### config.mk
export PLATFORM = sky130hd
export DESIGN_NAME = cgvg_delay
export DESIGN_NICKNAME = d
export VERILOG_FILES = /design/src/hdl/cgvg_delay.sv
export SDC_FILE = /design/constraint.sdc
export NUM_CORES = 1
export LEC_CHECK = 0
export BUFFER_PORTS_ARGS = -buffer_cell sky130_fd_sc_hd__buf_2
export CAP_MARGIN = 40
export CORE_ASPECT_RATIO = 0.9
export CORE_MARGIN = 2
export CORE_UTILIZATION = 45
export DETAILED_ROUTE_END_ITERATION = 7
export PLACE_DENSITY_LB_ADDON = 0.2
export SLEW_MARGIN = 30
export SYNTH_ARGS = -nofsm -noshare
export SYNTH_HDL_FRONTEND = slang
export SYNTH_SLANG_ARGS = --single-unit
### constraint.sdc
create_clock -name clk_i -period 2.2 [get_ports clk_i]
set_input_delay 0.22 -clock clk_i [delete_from_list [all_inputs] [get_ports clk_i]]
set_output_delay 0.22 -clock clk_i [all_outputs]
set_load 0.1 [all_outputs]
### src/hdl/cgvg_delay.sv
// ----------------------------------------------------------------------------
// cgvg_delay
// Enabled shift line that keeps side fields in step with a pipelined unit.
// ----------------------------------------------------------------------------
module cgvg_delay #(
  parameter int unsigned W     = 8,
  parameter int unsigned DEPTH = 4
) (
  input  logic         clk_i,
  input  logic         rst_ni,
  input  logic         en_i,
  input  logic [W-1:0] d_i,
  output logic [W-1:0] q_o
);

  logic [W-1:0] pipe_q [DEPTH];

  always_ff @(posedge clk_i or negedge rst_ni) begin
    if (!rst_ni) begin
      for (int unsigned s = 0; s < DEPTH; s++) pipe_q[s] <= '0;
    end else if (en_i) begin
      pipe_q[0] <= d_i;
      for (int unsigned s = 1; s < DEPTH; s++) pipe_q[s] <= pipe_q[s-1];
    end
  end

  assign q_o = pipe_q[DEPTH-1];

endmodule

==> impl_metrics.env <==
export IMPL_synth_top_area_frac=0.570
export IMPL_yosysWarnings=0
export IMPL_gr_total_overflow=0
export IMPL_ys_seq_area_frac=0.570
export IMPL_core_area_sq_um=3020
export IMPL_slew_headroom=0.543
export IMPL_skew_ns=0.00786
export IMPL_grtUsageTotal=0.124
export IMPL_syn_nets=87
export IMPL_path_buf_inv=1
export IMPL_finalSetupTns_ns=0
export IMPL_gp_congestion=0.670
export IMPL_io_buffers=18
export IMPL_cts_num_sinks=32
export IMPL_min_period_ns=1.33
export IMPL_required_ns=1.98
export IMPL_power_density_nw_per_um2=1060
export IMPL_cts_made_buffers=5
export IMPL_cts_tree="yes"
export IMPL_dr_total_vias=608
export IMPL_ys_flop_type="dfrtp_1"
export IMPL_timing_final_hold_violations=0
export IMPL_yosys_top_cells_area="dfrtp_1, mux2_4, buf_12"
export IMPL_fin_crit_sh=0.606
export IMPL_slew_violations=0
export IMPL_cp_end_kind="output port"
export IMPL_htree_levels=2
export IMPL_fillers=284
export IMPL_root_buffer="clkbuf_4"
export IMPL_drv_cap=0
export IMPL_status="finished clean"
export IMPL_antenna_found_initial=0
export IMPL_synth_area_leader_cell="dfrtp_1"
export IMPL_grt_pass1_vias=650
export IMPL_die_x_um=62.9
export IMPL_grt_pass1_wl_mm=3.22
export IMPL_pin_count=19
export IMPL_cpPeakStageDelay_ns=0.43
export IMPL_path_class="reg2out"
export IMPL_ys_seq_elements=32
export IMPL_path_clk_slew_ns=0.09
export IMPL_vias_per_cell=4.50
export IMPL_ir_drop_mv=0.468
export IMPL_wl_per_cell_um=13.1
export IMPL_die_h_um=57.0
export IMPL_rsz0062_at_grt="false"
export IMPL_syn_area_sq_um=1410
export IMPL_cts_setup_buffers=0
export IMPL_syn_inst=76
export IMPL_utilization=0.497
export IMPL_drtIter0Drc=14
export IMPL_fin_total_pwr_w=0.00159
export IMPL_ctsHoldBuffers=1
export IMPL_wirelength_mm=1.77
export IMPL_area_delta_synth_final_pct=6.77
export IMPL_syn_area_per_cell_sq_um=18.5
export IMPL_worst_setup_path_start_kind="register"
export IMPL_crit_fanout=2
export IMPL_initial_core_util=0.465
export IMPL_diodes=0
export IMPL_synth_edff_count=0
export IMPL_detail_route_antenna_nets=0
export IMPL_worstPathArrival_ns=1.11
export IMPL_dieArea_sq_um=3590
export IMPL_yosysUniqueCellTypes=6
export IMPL_synth_top_cells_by_count="dfrtp_1, mux2_4, buf_4, buf_12, mux2_2"
export IMPL_worstMarginPinSlew_ns=0.685
export IMPL_crit_family="buffers and inverters"
export IMPL_grt_start_max_net_pins=33
export IMPL_rows=19
export IMPL_hold_class="in2reg"
export IMPL_worstPathCellList="buf_2"
export IMPL_setup_viol=0
export IMPL_drc_errors=0
export IMPL_post_cts_resized=0
export IMPL_drive_gt1_frac=0.624
export IMPL_power_leakage_nw=0.748
export IMPL_cpMaxStageDelayCell="buf_2"
export IMPL_clock_latency_ns=0.32
export IMPL_dr_pass1_iters=3
export IMPL_cts_buffer_depth=2
export IMPL_nNetsFinal=103
export IMPL_fmax_mhz=750
export IMPL_synth_most_common_cell="dfrtp_1"
export IMPL_synthArstFlopShare=1.00
through the flow:
step,cell area [sq um],worst slack (ns),hold WS (ns),instances
after global placement,1430,0.875,0.298,126
after floorplan,1410,1.31,-0.0756,76
after CTS,1500,0.830,0.0994,135
after global routing,1500,0.787,0.0946,135
after detailed placement,1430,0.830,0.313,126
final,1500,0.867,0.121,135
registers in the layout, indices dropped and copies added, names as in the netlist:
| signal | count |
|---|---|
| pipe_q | 24 |
| q_o | 8 |
cells by family after synthesis:
group | synth area share
muxes | 0.337
DFF | 0.570
buffers and inverters | 0.0935
report_power, final:
| group | internal [W] | switching [W] | total [W] |
|---|---|---|---|
| registers | 0.000689 | 0.0000536 | 0.000743 |
| clock network | 0.000158 | 0.000183 | 0.000341 |
| logic | 0.000171 | 0.000338 | 0.000509 |
| total | 0.00102 | 0.000575 | 0.00159 |
layer usage:
layer  global-route usage  up-vias  share of wire
met2                0.153       14           0.41
met5                    0        -              0
li1                     -      285              -
met4               0.0762        0          0.026
met3               0.0651        6          0.066
met1                0.170      303           0.50
worst paths after layout:
kind / start / endpoint / slack, ns / cells past startpoint
min in group asynchronous: rst_ni / pipe_q[27] / 0.46 / 2
max reg2reg: q_o[1] / q_o[1] / 1.43 / 1
max in group asynchronous: rst_ni / pipe_q[25] / 1.30 / 2
min: d_i[0] / pipe_q[24] / 0.12 / 2
min reg2reg: pipe_q[13] / q_o[5] / 0.51 / 1
max: q_o[1] / q_o[1] / 0.87 / 1
layout make-up:
cell class	count	area (sq um)	share of cell area
well taps	42	52.6	0.0350
repair buffers	21	115	0.0767
clock buffers	8	58.8	0.0392
flip-flops and latches	32	801	0.534
multi-input cells	32	473	0.315
cells in the final DEF, fill, tap and decap left out, drive strengths merged:
cell,netlist,final
dfrtp,32,32
mux2,32,32
buf,12,20
clkbuf,0,8
dlygate4sd3,0,1
Power figures use the tool's default switching activity.
