[src/hdl/cgvg_div.sv]
// ----------------------------------------------------------------------------
// cgvg_div
// Pipelined restoring divider, one quotient bit per stage.
// ----------------------------------------------------------------------------
module cgvg_div #(
  parameter int unsigned NUM_W = 34,
  parameter int unsigned DEN_W = 10
) (
  input  logic             clk_i,
  input  logic             en_i,
  input  logic [NUM_W-1:0] num_i,
  input  logic [DEN_W-1:0] den_i,
  output logic [NUM_W-1:0] quo_o
);

  logic [NUM_W-1:0] num_w [NUM_W+1];
  logic [NUM_W-1:0] quo_w [NUM_W+1];
  logic [DEN_W-1:0] rem_w [NUM_W+1];
  logic [DEN_W-1:0] den_w [NUM_W+1];

  assign num_w[0] = num_i;
  assign quo_w[0] = '0;
  assign rem_w[0] = '0;
  assign den_w[0] = den_i;

  for (genvar s = 0; s < NUM_W; s++) begin : g_stage
    logic [DEN_W:0]   rem_sh;
    logic             ge;
    logic [DEN_W-1:0] rem_d, rem_q, den_q;
    logic [NUM_W-1:0] quo_d, quo_q, num_q;

    always_comb begin
      rem_sh = {rem_w[s], num_w[s][NUM_W-1-s]};
      ge     = (rem_sh >= {1'b0, den_w[s]});
      rem_d  = ge ? DEN_W'(rem_sh - {1'b0, den_w[s]}) : rem_sh[DEN_W-1:0];
      quo_d  = quo_w[s];
      quo_d[NUM_W-1-s] = ge;
    end

    always_ff @(posedge clk_i) begin
      if (en_i) begin
        rem_q <= rem_d;
        quo_q <= quo_d;
        num_q <= num_w[s];
        den_q <= den_w[s];
      end
    end

    assign rem_w[s+1] = rem_q;
    assign quo_w[s+1] = quo_q;
    assign num_w[s+1] = num_q;
    assign den_w[s+1] = den_q;
  end

  assign quo_o = quo_w[NUM_W];

endmodule

[config.mk]
export PLATFORM = sky130hd
export DESIGN_NAME = cgvg_div
export DESIGN_NICKNAME = d
export VERILOG_FILES = /design/src/hdl/cgvg_div.sv
export SDC_FILE = /design/constraint.sdc
export NUM_CORES = 2
export LEC_CHECK = 0
export ABC_AREA = 0
export BUFFER_PORTS_ARGS = -buffer_cell sky130_fd_sc_hd__buf_2
export CAP_MARGIN = 20
export CORE_MARGIN = 3
export CORE_UTILIZATION = 40
export DETAILED_ROUTE_END_ITERATION = 8
export PLACE_DENSITY = 0.51
export SKIP_CTS_REPAIR_TIMING = 1
export SYNTH_ARGS = -nofsm -noshare
export SYNTH_HDL_FRONTEND = slang
export SYNTH_SLANG_ARGS = --single-unit
[constraint.sdc]
create_clock -name clk_i -period 3.68 [get_ports clk_i]
set_clock_uncertainty 0.05 [all_clocks]
set_input_delay 0.736 -clock clk_i [delete_from_list [all_inputs] [get_ports clk_i]]
set_output_delay 0.736 -clock clk_i [all_outputs]
set_load 0.01 [all_outputs]
==> metrics.txt <==
first-pass GRT wire length=187100 um; root buf cell=clkbuf_16; post-synth cell types=51; post-synthesis async set-or-reset flop share=0; Yosys top cell area share=0.7403; GRT overflow=0; flops & latches, synth=1816; Finished Layout Cells=7398; CTS H-Tree Depth=4; YS warnings=0; kind of end point of the critical path=flop; Detailed Route Iter0 Violations=2197; vias in the first global route=35808; vias per cell=4.789; CP arrival=3.25 ns; Die Y=435.1 um; Final GP Congestion=0.8205; largest area contributor in the netlist=edfxtp_1; outcome=finished clean; met3 Resource Use GR=0.02444; met2 usage=0.1946; 1st-pass router iterations=5; full die area=189300 um^2; Area growth, synth to finish=14.23%; fin nets=5195; Finished Core Util=0.4625; Worst VDD drop=0.3964 mV; Layout fillers=15743; met1 usage=0.1604; top post-synthesis cells by area=edfxtp_1 74%, ha_1 5.6%, mux2_2 4.2%, inv_1 2.3%, a21oi_1 2.0%; DRT antenna net count=0; final setup violation count=0; Max Slew Vio Count=0; std cell rows=156; Power Dens Cells=774.7 nW/um^2; syn avg cell area=16.54 um^2; MaxCap Viol Count=0; Die X=435.1 um; Peak Freq=361.8 MHz; Synth top cells by count=1816 x edfxtp_1, 451 x inv_1, 332 x ha_1, 288 x a21oi_1, 274 x mux2_2; TritonCTS Buffers=193; placed insts=7015; Worst-Margin Slew=0.8083 ns; Worst Setup Start Kind=flop; worst skew pair latency=0.80 ns; layout cells sized above 1=0.1420; CTS sink cnt=1816; Setup CP Type=reg -> reg; I/O Buffers=79; Final Hold Fails=0; Clk pin slew, worst setup/hold paths=0.06 ns; All-Layer GR Usage=0.1196; final wirelength=113400 um; Lkg Pwr=31.27 nW; RSZ-0062 raised after global routing=false; # IOs=80; Worst slew margin=0.4565; Post-synth EDFFs=1816; Critical Path RT=4.16 ns; DRC violations left=0; fin crit share=0.7510; Tightest Hold Check Type=in -> reg; Core Area=181900 um^2; crit path time final=2.764 ns; synthesized area=73660 um^2; busiest grt layer=met2; Syn Inst Count=4454; largest net degree at the start of global routing=125; Primary FF master, synth=edfxtp_1; vias=35426; DP HPWL=72350 um; sequential element share of the synthesized area=0.7403; Initial Utilization=0.4049; routed len/inst=15.32 um; Max Root-Sink Buffers=3; TNS Setup=0 ns; most frequent cell after synthesis=edfxtp_1; CTS tree=built; Post-Synthesis Net Count=4864; maximum fanout along the worst path=3; Antenna diodes=0; initial antenna violation count=0
[logic make-up after synthesis]
family	count (synthesis)	share of synthesized area
AOI/OAI and AO/OA	848	0.07312
xor gates and xnor gates	175	0.02081
adders and majority gates	364	0.06509
buffers and inverters	477	0.02533
DFF	1816	0.7403
muxes	308	0.04671
and+or+nand+nor	466	0.02862
[report_power, final]
part | internal, mW | switching (mW)
Sequential | 27.2 | 1.47
Clock | 10.9 | 7.92
Combinational | 8.52 | 9.14
Total | 46.7 | 18.5
[layout by cell type (no fill, tap or decap), types with 17 or more instances in the layout]
cell,Yosys,layout
xor2_1,79,79
a21oi_1,288,288
o21bai_1,32,32
inv_1,451,451
nor3_1,23,23
xnor2_1,96,96
clkbuf_1,1,41
edfxtp_1,1816,1816
clkbuf_16,0,194
clkinv_2,0,36
buf_12,0,19
a211o_1,32,32
ha_1,332,332
dlygate4sd3_1,0,23
a21o_1,90,90
o31ai_1,22,20
nand2_1,160,160
o311ai_0,31,31
clkinv_1,0,48
a31oi_1,29,29
mux2i_1,31,31
a211oi_1,64,64
buf_2,9,78
nor2_1,163,163
mux2_2,274,274
fa_1,32,32
o21a_1,76,76
buf_4,15,42
nand3_1,17,17
nand2b_1,49,49
o21ai_0,150,150
[final timing paths]
path,from,endpoint,slack (ns),cells past startpoint
max reg2reg,g_stage[11].num_q[21],g_stage[12].rem_q[8],0.92,10
min reg2reg,g_stage[21].quo_q[14],g_stage[22].quo_q[14],0.34,0
max,g_stage[11].num_q[21],g_stage[12].rem_q[8],0.92,10
min,num_i[8],g_stage[0].num_q[8],0.07,1
[per-stage QoR]
stage	hold slack [ns]	setup slack [ns]	cell area [um^2]	total power [mW]
4_1_cts	-0.04083	0.7658	83900	66.17
5_1_grt	0	0.7770	84140	69.39
3_3_place_gp	0.3503	0.8517	77640	46.53
3_5_place_dp	0.3545	0.8092	77640	46.72
6_report	0.06990	0.9162	84140	65.18
2_1_floorplan	0.3503	1.286	73660	42.43
[worst max-delay path, cell delays in order (launching register included)]
cell and delay [ns]:
edfxtp_1 0.37, inv_1 0.08, ha_1 0.18, inv_1 0.06, fa_1 0.43, a211o_1 0.31
a21oi_1 0.25, o21ai_0 0.20, a21oi_1 0.23, xnor2_1 0.09, mux2_2 0.26
[registers in the layout, summed over array words and instances (netlist names)]
| register | flops |
|---|---|
| g_stage.quo_q | 561 |
| g_stage.num_q | 561 |
| g_stage.rem_q | 330 |
| quo_o | 34 |
| g_stage.den_q | 330 |
[cell type report]
type                            count  area (um^2)  area share
Sequential cell                  1816        54530      0.6481
Multi-Input combinational cell   2161        17270      0.2053
Clock buffer                      235         5009     0.05953
Tap cell                         2449         3064     0.03642
Inverter                          451         1693     0.02012
Timing Repair Buffer              162         1316     0.01564
Clock inverter                    124         1254     0.01490
[metal layers]
layer,wire (um),vias to the layer above
met4,2966,0
met2,53540,436
li1,-,17578
met5,0,-
met1,52880,17186
met3,3986,226
Note: power is estimated with default switching activity, not from simulation.
